File: config.mk
export PLATFORM = sky130hd
export DESIGN_NAME = road_record_stream_parser
export DESIGN_NICKNAME = d
export VERILOG_FILES = /design/src/hdl/rrsp_pkg.sv /design/src/hdl/rrsp_front.sv /design/src/hdl/rrsp_queue.sv /design/src/hdl/rrsp_back.sv /design/src/hdl/road_record_stream_parser.sv
export SDC_FILE = /design/constraint.sdc
export NUM_CORES = 1
export LEC_CHECK = 0
export BUFFER_PORTS_ARGS = -buffer_cell sky130_fd_sc_hd__buf_2
export CAP_MARGIN = 10
export CELL_PAD_IN_SITES_DETAIL_PLACEMENT = 1
export CELL_PAD_IN_SITES_GLOBAL_PLACEMENT = 2
export CORE_ASPECT_RATIO = 0.5
export CORE_MARGIN = 2
export CORE_UTILIZATION = 30
export CTS_CLUSTER_DIAMETER = 50
export DETAILED_ROUTE_END_ITERATION = 8
export PLACE_DENSITY = 0.55
export SYNTH_ARGS = -nofsm -noshare
export SYNTH_HDL_FRONTEND = slang
export SYNTH_SLANG_ARGS = --single-unit
File: constraint.sdc
create_clock -name clk -period 33.2 [get_ports clk]
set_input_delay 6.64 -clock clk [delete_from_list [all_inputs] [get_ports clk]]
set_output_delay 6.64 -clock clk [all_outputs]
set_load 0.02 [all_outputs]
File: src/hdl/rrsp_pkg.sv
package rrsp_pkg;

  // result kinds
  localparam logic [1:0] KIND_LABEL  = 2'd0;
  localparam logic [1:0] KIND_RECORD = 2'd1;
  localparam logic [1:0] KIND_TRUNC  = 2'd2;

  // bit positions inside record bytes and words
  localparam int MORE_BIT    = 22;
  localparam int ONE_WAY_BIT = 1;
  localparam int NOD2_BIT    = 6;
  localparam int TOLL_BIT    = 7;

  // queue between parser and output side
  localparam int Q_DEPTH = 4;
  localparam int Q_AW    = $clog2(Q_DEPTH);
  localparam int Q_CW    = $clog2(Q_DEPTH + 1);
  localparam logic [Q_CW-1:0] Q_FULL = Q_CW'(Q_DEPTH);

  // everything one byte produces: an optional label and an optional record
  typedef struct packed {
    logic        has_label;
    logic        has_rec;
    logic [1:0]  rec_kind;
    logic [21:0] label;
    logic [31:0] rec_start;
    logic [7:0]  flags;
    logic [23:0] length;
    logic [7:0]  cls;
    logic        nod;
    logic [31:0] nod_val;
  } entry_t;

endpackage

File: src/hdl/rrsp_front.sv
module rrsp_front (
  input  logic                clk,
  input  logic                rst,
  input  logic                cfg_we,
  input  logic [31:0]         cfg_wdata,
  input  logic                in_valid,
  output logic                in_ready,
  input  logic [7:0]          data_byte,
  input  logic                section_start,
  input  logic                q_full,
  output logic                push,
  output rrsp_pkg::entry_t    push_entry
);

  typedef enum logic [8:0] {
    PH_WAIT   = 9'b000000001,
    PH_LABEL  = 9'b000000010,
    PH_FLAGS  = 9'b000000100,
    PH_LEN    = 9'b000001000,
    PH_CLASS  = 9'b000010000,
    PH_LEVEL  = 9'b000100000,
    PH_SKIP   = 9'b001000000,
    PH_NODIND = 9'b010000000,
    PH_NODOFF = 9'b100000000
  } phase_t;

  logic [31:0] section_size;
  logic [31:0] pos, pos_next;
  logic [31:0] rec_start, rec_start_next;
  phase_t      phase, phase_next;
  logic [1:0]  bif, bif_next;
  logic [31:0] acc, acc_next;
  logic [7:0]  flags, flags_next;
  logic [23:0] len, len_next;
  logic [7:0]  cls, cls_next;
  logic [5:0]  skip, skip_next;
  logic [2:0]  nodcnt, nodcnt_next;

  logic        accept;
  logic [31:0] p;
  phase_t      ph, ph_w;
  logic        in_sec, last_byte;
  logic [31:0] room;
  logic [31:0] acc_w, acc_or;
  logic [1:0]  bif_w, bif_inc;
  logic [5:0]  skip_dec, skip_lvl;
  logic [2:0]  nod_dec;
  logic        lab_en, rec_en, rec_nod;
  logic [1:0]  rec_kind;

  assign in_ready = !q_full;
  assign accept   = in_valid && in_ready;

  always_comb begin
    p         = section_start ? '0 : pos;
    ph        = section_start ? PH_WAIT : phase;
    in_sec    = p < section_size;
    last_byte = ({1'b0, p} + 33'd1) == {1'b0, section_size};
    room      = section_size - p;

    pos_next       = pos;
    rec_start_next = rec_start;
    phase_next     = phase;
    bif_next       = bif;
    acc_next       = acc;
    flags_next     = flags;
    len_next       = len;
    cls_next       = cls;
    skip_next      = skip;
    nodcnt_next    = nodcnt;
    lab_en         = 1'b0;
    rec_en         = 1'b0;
    rec_kind       = rrsp_pkg::KIND_RECORD;
    rec_nod        = 1'b0;

    ph_w  = ph;
    acc_w = acc;
    bif_w = bif;
    if (ph == PH_WAIT && (|room[31:2])) begin
      ph_w  = PH_LABEL;
      acc_w = '0;
      bif_w = '0;
    end
    acc_or   = acc_w | ({24'b0, data_byte} << {bif_w, 3'b000});
    bif_inc  = bif_w + 2'd1;
    skip_dec = skip - {5'b0, (skip != 6'd0)};
    skip_lvl = {1'b0, data_byte[7:4], 1'b0} + {2'b0, data_byte[7:4]};
    nod_dec  = nodcnt - {2'b0, (nodcnt != 3'd0)};

    if (accept) begin
      pos_next   = (&p) ? p : p + 32'd1;
      phase_next = ph;
      if (in_sec) begin
        if (ph_w == PH_LABEL && ph == PH_WAIT) begin
          rec_start_next = p;
        end
        phase_next = ph_w;
        acc_next   = acc_w;
        bif_next   = bif_w;
        case (ph_w)
          PH_LABEL, PH_LEN: begin
            acc_next = acc_or;
            bif_next = bif_inc;
            if (bif_inc == 2'd3) begin
              acc_next = '0;
              bif_next = '0;
              if (ph_w == PH_LABEL) begin
                lab_en     = |acc_or[21:0];
                phase_next = acc_or[rrsp_pkg::MORE_BIT] ? PH_LABEL : PH_FLAGS;
              end else begin
                len_next   = acc_or[23:0];
                phase_next = PH_CLASS;
              end
            end
          end
          PH_FLAGS: begin
            flags_next = data_byte;
            phase_next = PH_LEN;
            acc_next   = '0;
            bif_next   = '0;
          end
          PH_CLASS: begin
            cls_next   = data_byte;
            phase_next = PH_LEVEL;
          end
          PH_LEVEL, PH_SKIP: begin
            skip_next = (ph_w == PH_LEVEL) ? skip_lvl : skip_dec;
            if (skip_next != 6'd0) begin
              phase_next = PH_SKIP;
            end else if (flags[rrsp_pkg::NOD2_BIT]) begin
              phase_next = PH_NODIND;
            end else begin
              phase_next = PH_WAIT;
              rec_en     = 1'b1;
            end
          end
          PH_NODIND: begin
            nodcnt_next = {1'b0, data_byte[1:0]} + 3'd1;
            phase_next  = PH_NODOFF;
            acc_next    = '0;
            bif_next    = '0;
          end
          PH_NODOFF: begin
            acc_next    = acc_or;
            bif_next    = bif_inc;
            nodcnt_next = nod_dec;
            if (nod_dec == 3'd0) begin
              phase_next = PH_WAIT;
              rec_en     = 1'b1;
              rec_nod    = 1'b1;
            end
          end
          default: begin
          end
        endcase

        // section ends with a record still open
        if (last_byte && phase_next != PH_WAIT) begin
          rec_en = 1'b1;
          if (phase_next == PH_LABEL || phase_next == PH_FLAGS || phase_next == PH_LEN ||
              phase_next == PH_CLASS || phase_next == PH_LEVEL) begin
            rec_kind = rrsp_pkg::KIND_TRUNC;
          end
          phase_next = PH_WAIT;
        end
      end
    end
  end

  assign push                 = accept && (lab_en || rec_en);
  assign push_entry.has_label = lab_en;
  assign push_entry.has_rec   = rec_en;
  assign push_entry.rec_kind  = rec_kind;
  assign push_entry.label     = acc_or[21:0];
  assign push_entry.rec_start = rec_start_next;
  assign push_entry.flags     = flags;
  assign push_entry.length    = len;
  assign push_entry.cls       = cls;
  assign push_entry.nod       = rec_nod;
  assign push_entry.nod_val   = rec_nod ? acc_or : '0;

  always_ff @(posedge clk) begin
    if (rst) begin
      section_size <= '0;
      pos          <= '0;
      rec_start    <= '0;
      phase        <= PH_WAIT;
      bif          <= '0;
      acc          <= '0;
      flags        <= '0;
      len          <= '0;
      cls          <= '0;
      skip         <= '0;
      nodcnt       <= '0;
    end else begin
      if (cfg_we) begin
        section_size <= cfg_wdata;
      end
      pos       <= pos_next;
      rec_start <= rec_start_next;
      phase     <= phase_next;
      bif       <= bif_next;
      acc       <= acc_next;
      flags     <= flags_next;
      len       <= len_next;
      cls       <= cls_next;
      skip      <= skip_next;
      nodcnt    <= nodcnt_next;
    end
  end

`ifndef SYNTHESIS
  // a byte past the section end must never produce an item
  a_no_push_out_of_section: assert property (@(posedge clk) disable iff (rst)
    push |-> in_sec)
    else $error("push for a byte outside the section");
`endif

endmodule

File: src/hdl/rrsp_queue.sv
module rrsp_queue (
  input  logic             clk,
  input  logic             rst,
  input  logic             push,
  input  rrsp_pkg::entry_t push_entry,
  output logic             full,
  input  logic             pop,
  output logic             valid,
  output rrsp_pkg::entry_t head
);

  rrsp_pkg::entry_t             mem [rrsp_pkg::Q_DEPTH];
  logic [rrsp_pkg::Q_AW-1:0]    wr_ptr, rd_ptr;
  logic [rrsp_pkg::Q_CW-1:0]    count;

  assign full  = count == rrsp_pkg::Q_FULL;
  assign valid = count != '0;
  assign head  = mem[rd_ptr];

  always_ff @(posedge clk) begin
    if (push) begin
      mem[wr_ptr] <= push_entry;
    end
  end

  always_ff @(posedge clk) begin
    if (rst) begin
      wr_ptr <= '0;
      rd_ptr <= '0;
      count  <= '0;
    end else begin
      if (push) begin
        wr_ptr <= wr_ptr + rrsp_pkg::Q_AW'(1);
      end
      if (pop) begin
        rd_ptr <= rd_ptr + rrsp_pkg::Q_AW'(1);
      end
      case ({push, pop})
        2'b10:   count <= count + rrsp_pkg::Q_CW'(1);
        2'b01:   count <= count - rrsp_pkg::Q_CW'(1);
        default: count <= count;
      endcase
    end
  end

`ifndef SYNTHESIS
  a_no_overflow: assert property (@(posedge clk) disable iff (rst)
    push |-> !full)
    else $error("queue push while full");
  a_no_underflow: assert property (@(posedge clk) disable iff (rst)
    pop |-> valid)
    else $error("queue pop while empty");
  a_count_range: assert property (@(posedge clk) disable iff (rst)
    count <= rrsp_pkg::Q_FULL)
    else $error("queue count beyond depth");
`endif

endmodule

File: src/hdl/rrsp_back.sv
module rrsp_back (
  input  logic             clk,
  input  logic             rst,
  input  logic             q_valid,
  input  rrsp_pkg::entry_t q_head,
  output logic             pop,
  output logic             out_valid,
  input  logic             out_ready,
  output logic [1:0]       kind,
  output logic [31:0]      record_offset,
  output logic [21:0]      label_offset,
  output logic [7:0]       flags_byte,
  output logic             one_way,
  output logic [23:0]      length_units,
  output logic [2:0]       road_class,
  output logic [2:0]       speed_class,
  output logic             toll,
  output logic             has_nod2,
  output logic [31:0]      nod2_offset,
  output logic             last
);

  rrsp_pkg::entry_t cur;
  logic             pend_label, pend_rec;
  logic             full_rec, taken;

  assign out_valid = pend_label || pend_rec;
  assign last      = !(pend_label && pend_rec);
  assign taken     = out_valid && out_ready;
  // load the next entry once the current one has handed out its final item
  assign pop       = q_valid && (!out_valid || (out_ready && last));

  assign full_rec      = !pend_label && cur.rec_kind == rrsp_pkg::KIND_RECORD;
  assign kind          = pend_label ? rrsp_pkg::KIND_LABEL : cur.rec_kind;
  assign record_offset = cur.rec_start;
  assign label_offset  = pend_label ? cur.label : '0;
  assign flags_byte    = full_rec ? cur.flags : '0;
  assign one_way       = full_rec && cur.flags[rrsp_pkg::ONE_WAY_BIT];
  assign length_units  = full_rec ? cur.length : '0;
  assign road_class    = full_rec ? cur.cls[2:0] : '0;
  assign speed_class   = full_rec ? cur.cls[5:3] : '0;
  assign toll          = full_rec && cur.cls[rrsp_pkg::TOLL_BIT];
  assign has_nod2      = full_rec && cur.nod;
  assign nod2_offset   = (full_rec && cur.nod) ? cur.nod_val : '0;

  always_ff @(posedge clk) begin
    if (pop) begin
      cur <= q_head;
    end
  end

  always_ff @(posedge clk) begin
    if (rst) begin
      pend_label <= 1'b0;
      pend_rec   <= 1'b0;
    end else if (pop) begin
      pend_label <= q_head.has_label;
      pend_rec   <= q_head.has_rec;
    end else if (taken) begin
      if (!last) begin
        pend_label <= 1'b0;
      end else begin
        pend_label <= 1'b0;
        pend_rec   <= 1'b0;
      end
    end
  end

`ifndef SYNTHESIS
  // label goes first, its record follows in the next item
  a_label_then_record: assert property (@(posedge clk) disable iff (rst)
    (taken && !last) |=> (out_valid && !pend_label && pend_rec))
    else $error("record lost after label");
`endif

endmodule

File: src/hdl/road_record_stream_parser.sv
// Channel   Handshake             Payload
// cfg       cfg_we                cfg_wdata (section_size)
// in        in_valid / in_ready   data_byte, section_start
// out       out_valid / out_ready kind, record_offset, label_offset, record fields, last
//
// One byte per cycle is accepted while the four-entry result queue has room.
// A byte that yields a label and a record hands the label out first, then the record.
// A result passes through the queue, then the output register, before it can be taken.
// Reset (rst, synchronous) clears section_size, parse state and the queue.
// A stalled output fills the queue; in_ready drops only when it is full.
module road_record_stream_parser (
  input  logic        clk,
  input  logic        rst,
  input  logic        cfg_we,
  input  logic [31:0] cfg_wdata,
  input  logic        in_valid,
  output logic        in_ready,
  input  logic [7:0]  data_byte,
  input  logic        section_start,
  output logic        out_valid,
  input  logic        out_ready,
  output logic [1:0]  kind,
  output logic [31:0] record_offset,
  output logic [21:0] label_offset,
  output logic [7:0]  flags_byte,
  output logic        one_way,
  output logic [23:0] length_units,
  output logic [2:0]  road_class,
  output logic [2:0]  speed_class,
  output logic        toll,
  output logic        has_nod2,
  output logic [31:0] nod2_offset,
  output logic        last
);

  rrsp_pkg::entry_t push_entry, q_head;
  logic             push, q_full, q_valid, pop;

  rrsp_front u_front (
    .clk           (clk),
    .rst           (rst),
    .cfg_we        (cfg_we),
    .cfg_wdata     (cfg_wdata),
    .in_valid      (in_valid),
    .in_ready      (in_ready),
    .data_byte     (data_byte),
    .section_start (section_start),
    .q_full        (q_full),
    .push          (push),
    .push_entry    (push_entry)
  );

  rrsp_queue u_queue (
    .clk        (clk),
    .rst        (rst),
    .push       (push),
    .push_entry (push_entry),
    .full       (q_full),
    .pop        (pop),
    .valid      (q_valid),
    .head       (q_head)
  );

  rrsp_back u_back (
    .clk           (clk),
    .rst           (rst),
    .q_valid       (q_valid),
    .q_head        (q_head),
    .pop           (pop),
    .out_valid     (out_valid),
    .out_ready     (out_ready),
    .kind          (kind),
    .record_offset (record_offset),
    .label_offset  (label_offset),
    .flags_byte    (flags_byte),
    .one_way       (one_way),
    .length_units  (length_units),
    .road_class    (road_class),
    .speed_class   (speed_class),
    .toll          (toll),
    .has_nod2      (has_nod2),
    .nod2_offset   (nod2_offset),
    .last          (last)
  );

endmodule

# Word-level counts from Yosys, hierarchy flattened
# Memories as Yosys holds them, arrays and structs flattened. A register that Yosys moved wholly into a read port is not among the register bits.
# Index checks and enable logic that the tools add are counted.
# Widths: inputs -> output; s select.
# op_classes
n_lt_le_gt_ge	1
n_addsub	12
eq_ne	22
n_mux	63
shift	1
n_bitwise	2
reduce_logical	45
# ops
operator	n
$mux 32	9
$pmux 32 s3	1
$mux 9	10
$pmux 9 s6	1
$add 32x1->33 const B	1
$eq 33x32->1	1
$add 32x1->32 const B	1
$lt 32x32->1	1
$or 32x32->32	1
$reduce_and 32->1	1
$shl 8x5->32	1
$sub 32x32->32	1
$reduce_or 30->1	1
$mux 24	1
$mux 22	1
$reduce_or 22->1	1
$mux 1	21
$eq 9x2->1 const B	2
$eq 9x3->1 const B	2
$eq 9x4->1 const B	2
$eq 9x5->1 const B	2
$eq 9x6->1 const B	2
$mux 2	9
$mux 8	2
other kinds (33)	71
# totals
in_bits	46
out_inout_bits	132
ramBits	524
wordCells	171
mem_count	1
regBits	326
# memory_table
memory	words	width	rd	rd_clocked_by_memory_dff	wr	line	rtl
u_queue.mem	4	131	1	1	1	rrsp_queue.sv:12	rrsp_pkg::entry_t mem [rrsp_pkg::Q_DEPTH];

# Logic depth before layout (Yosys ltp)
# depth
depth_word	22
depth_mapped	33
ltp_nobuf	28

# Hierarchy
# Synthesis repeated with hierarchy kept, for this count alone.
# hier_totals
cells_unflattened	2613
hier_area_um2	36429.9
# modules_own_cells
module	area_each_um2	instances	cells_each	seq_area_each_um2
rrsp_queue	19332.3	1	728	15915.3
rrsp_front	12224.2	1	1602	3763.6
rrsp_back	4873.4	1	283	3883.7

# Worst setup path before layout
# No wires, ideal clock.
# synth_timing
kind	input to register
start	input section_start
end	memory u_queue.mem[0][0] in the netlist's numbering (enable)
t_required_ns	32.695
path_buffers	5
setup_ns	0.505
t_arrival_ns	15.019
stages	27
slack_ns	17.676
path_cell_list	buf_6 > inv_1 > clkbuf_1 > clkbuf_1 > buf_1 > nand2_1 > ha_1 > and2b_1 > o21a_1 > o2111ai_1 > a21oi_1 > or4_1 > nor4_1 > and4_1 > nand4_1 > nand2_1 > clkbuf_1 > nand2_1 > inv_1 > ha_1 > nand2_1 > o22ai_1 > o32a_1 > and4b_1 > a41o_2 > a31oi_4 > and2_1
# synth_between
elab_chain_len	22
elab_cells_between_ends	53
classes_between	add/sub (3); order compare (1); eq/ne (12); shift (1); mux (26); bitwise (1); reduce/logical (9)
# synth_rtl
item	line	rtl
start, declared	road_record_stream_parser.sv:19	input logic section_start,
$mux 32	rrsp_front.sv:55	p = section_start ? '0 : pos;
$sub 32x32->32	rrsp_front.sv:59	room = section_size - p;
$reduce_or 30->1	rrsp_front.sv:79	if (ph == PH_WAIT && (|room[31:2])) begin
$logic_and 1x1->1	rrsp_front.sv:79	
$mux 2	rrsp_front.sv:79	
$shl 8x5->32	rrsp_front.sv:84	acc_or = acc_w | ({24'b0, data_byte} << {bif_w, 3'b000});
$or 32x32->32	rrsp_front.sv:84	
$mux 3	rrsp_front.sv:109	phase_next = acc_or[rrsp_pkg::MORE_BIT] ? PH_LABEL : PH_FLAGS;
(+6 left out)	--	
$logic_and 1x1->1	rrsp_front.sv:158	if (last_byte && phase_next != PH_WAIT) begin
$mux 1	rrsp_front.sv:158	
$mux 1	rrsp_front.sv:93	if (in_sec) begin
$mux 1	rrsp_front.sv:90	if (accept) begin
$logic_or 1x1->1 (*)	rrsp_front.sv:170	assign push = accept && (lab_en || rec_en);
$logic_and 1x1->1 (*)	rrsp_front.sv:170	
$mux 1 (*)	rrsp_queue.sv:21	if (push) begin
$mux 1 (implied by the code) (*)	rrsp_queue.sv:22	mem[wr_ptr] <= push_entry;
end, declared	rrsp_queue.sv:12	
# Every way passes the cells marked *; elsewhere a longest branch is shown, timed or not. The select of a mux whose other input is x is not followed.

# Worst setup path after layout
# layout_timing
start	input section_start
end	memory u_queue.mem[1][12] in the netlist's numbering (enable)
# The elaborated chain is that of the path after synthesis.

==> results.ini <==
[power_and_ir_drop]
irDropWorstVdd_mv=0.0926
power.density_mw_per_mm2=70.0
p_leak_nw=14.3

[finish]
fill_cells=12500
diodes=0
drive_gt1_frac=0.184
post-route-util=0.351
final_nets=2878
postLayoutCellArea_mm2=0.0416
syn_to_final_growth_pct=15.1

[place]
place_area_mm2=0.0386
dp_slack_ns=16.73
portBuffers=177
dp_hpwl_um=66700
gp_congestion=0.831

[sta]
setup_tns_ns=0
maxSlewViolCount=0
fin_hold_ws_ns=0.481
period_share=0.478
period_minus_slack_ns=15.88
finalHoldViolCount=0
setup_viol=0
slew-limit-headroom=0.247
fmax_ghz=0.0630
fin_skew_ns=0.0411
tightest_slew_ns=1.13
grt_setup_unrepaired=no
setup_slack_ns=17.32

[die]
fp.dieH_um=249
die_x_um=495
ios=178
core_area_mm2=0.119
die-area_mm2=0.123
initial_core_util=0.305
num_rows=89

[drt]
viasPerCell=4.95
postRouteAntennaNets=0
wl_per_cell_um=23.0
drc=0
vias=22000
detail_route.iter0.violations=1172
drt_wl_total_um=102000
dr.pass1.iters=5

[logic_synthesis]
synth_fp_nets=2754
syn_inst=2646
seq_area_frac_synth=0.648
syn_area_per_cell_um2=13.7
ys_warn_count=0
synth_edf_count=648
synth_area_mm2=0.0362
ys_seq_elements=846
netlist-cell-type-count=88
synth_flop_cell=edfxtp_1
synthArstFlopShare=0

[clock_network]
clkTransAtPathRegs_ns=0.07
clockBufferDepth=3
cts-root-buf=clkbuf_16
clk_latency_ns=0.70
htreeDepth=3
hold_buffers=0
cts_tree=yes
cts_made_buffers=88
numClockSinks=846
post_cts_resized=0
cts_setup_buffers=0

[grt]
grt_max_degree=133
grt_use_total=0.165
grt_pass1_vias=23600
antenna_found_initial=2
grt_pass1_wl_um=154000
grt-ovfl-total=0

[critical_path]
startpoint_type=primary input
crit_arrival_ns=16.17
setup.worst_path.end_class=flop
crit_required_ns=33.49
path_class=primary input to flop
critPathMaxFanout=53

[min_path]
hp-class=flop to flop

[run]
max_cap_violations=0

[status]
status=completed

-- area by class of cell --
| class | instances | area, um2 | share of cell area |
|---|---|---|---|
| Tap cell | 1592 | 1990 | 0.0479 |
| Inverter | 51 | 191 | 0.00460 |
| Sequential cell | 846 | 23400 | 0.563 |
| Clock buffer | 118 | 2440 | 0.0586 |
| Timing Repair Buffer | 208 | 1150 | 0.0276 |
| Clock inverter | 46 | 618 | 0.0149 |
| Multi-Input combinational cell | 1575 | 11800 | 0.283 |
-- routing by layer --
metal | vias up | part of all wire | routed length (um) | track usage
met4 | 0 | 0.016 | 1650 | 0.0342
met3 | 99 | 0.029 | 2940 | 0.0274
met1 | 11400 | 0.48 | 48900 | 0.232
met5 | - | 0 | 0 | 0
met2 | 284 | 0.48 | 48500 | 0.269
li1 | 10200 | - | - | -
-- path summary, 6_finish.rpt --
kind	end	cells after the start	from	slack (ns)
max	u_queue.mem[1][12]	25	section_start	17.32
min	u_front.acc[23]	2	u_front.acc[23]	0.48
max reg2reg	u_queue.mem[1][12]	22	u_front.pos[2]	23.72
min reg2reg	u_front.acc[23]	2	u_front.acc[23]	0.48
-- cells by family (layout without fill, tap and decap cells) --
| family | after synthesis | count (layout) | share of synthesized area |
|---|---|---|---|
| adder cells (fa/ha/maj) | 63 | 63 | 0.0221 |
| AND/OR/NAND/NOR | 818 | 818 | 0.113 |
| multiplexers | 185 | 185 | 0.0964 |
| XOR/XNOR | 89 | 89 | 0.0216 |
| buffers and inverters | 225 | 423 | 0.0274 |
| AO/OA/AOI/OAI | 420 | 420 | 0.0714 |
| flip-flops | 846 | 846 | 0.648 |
-- cells in the mapped netlist (41+ instances only) --
master    instances  area, um2
ha_1             60        751
mux2i_1          53        531
inv_1            50        188
dfxtp_1         198       3960
nor3_1           62        310
a21oi_1         167        836
mux4_2          130       2930
nor2b_1          60        375
nor2_1          214        803
and2_1           77        482
edfxtp_1        648      19500
xnor2_1          62        543
clkbuf_1        105        394
nand2_1         202        758
o21ai_0          95        475
and3_1           41        257
-- power breakdown --
part	switching (mW)	total, mW	internal [mW]
clock	0.442	1.04	0.597
sequential	0.0499	1.32	1.27
combinational	0.363	0.556	0.193
-- metrics by stage --
stage,cells,power (mW)
after floorplan,2646,1.74
after global placement,4272,1.92
after detailed placement,4272,1.92
after CTS,4436,2.97
after global routing,4436,3.05
final,4436,2.91
-- registers in the layout, summed over array words and instances, names as in the netlist, 2 cells and up, named ones only --
| name | count |
|---|---|
| u_back.cur | 96 |
| u_back.record_offset | 32 |
| u_front.acc | 32 |
| u_front.bif | 2 |
| u_front.cls | 7 |
| u_front.flags | 8 |
| u_front.len | 24 |
| u_front.nodcnt | 3 |
| u_front.phase | 9 |
| u_front.pos | 32 |
| u_front.rec_start | 32 |
| u_front.section_size | 32 |
| u_front.skip | 6 |
| u_queue.count | 3 |
| u_queue.mem | 520 |
| u_queue.rd_ptr | 2 |
| u_queue.wr_ptr | 2 |
-- placed cells by master, fill, tap and decap left out, drive strengths merged, types with 62 or more instances in the layout --
| cell | netlist | final |
|---|---|---|
| nor3 | 63 | 63 |
| xnor2 | 62 | 62 |
| edfxtp | 648 | 648 |
| nor2 | 215 | 215 |
| nand2 | 202 | 202 |
| mux4 | 130 | 130 |
| o21ai | 100 | 100 |
| clkbuf | 105 | 118 |
| a21oi | 167 | 167 |
| buf | 69 | 208 |
| dfxtp | 198 | 198 |
| and2 | 78 | 78 |
-- critical path, stage by stage --
cell	delay, ns
buf_2	0.22
inv_1	0.30
buf_4	0.39
nand2_1	0.17
ha_1	0.32
and2b_1	0.24
o21ai_0	0.20
a2111oi_0	0.78
nor2_1	0.18
xnor2_1	0.18
a2111oi_0	0.49
and4_1	0.32
nand4_1	0.42
nand2_1	0.71
nand2_1	0.31
ha_1	0.35
a21oi_1	0.29
a21o_1	0.24
o32a_1	0.27
and4b_1	0.21
a41o_2	0.31
a31oi_4	0.33
and2_4	0.52
buf_4	0.76
buf_4	0.84
Power figures use the tool's default switching activity.
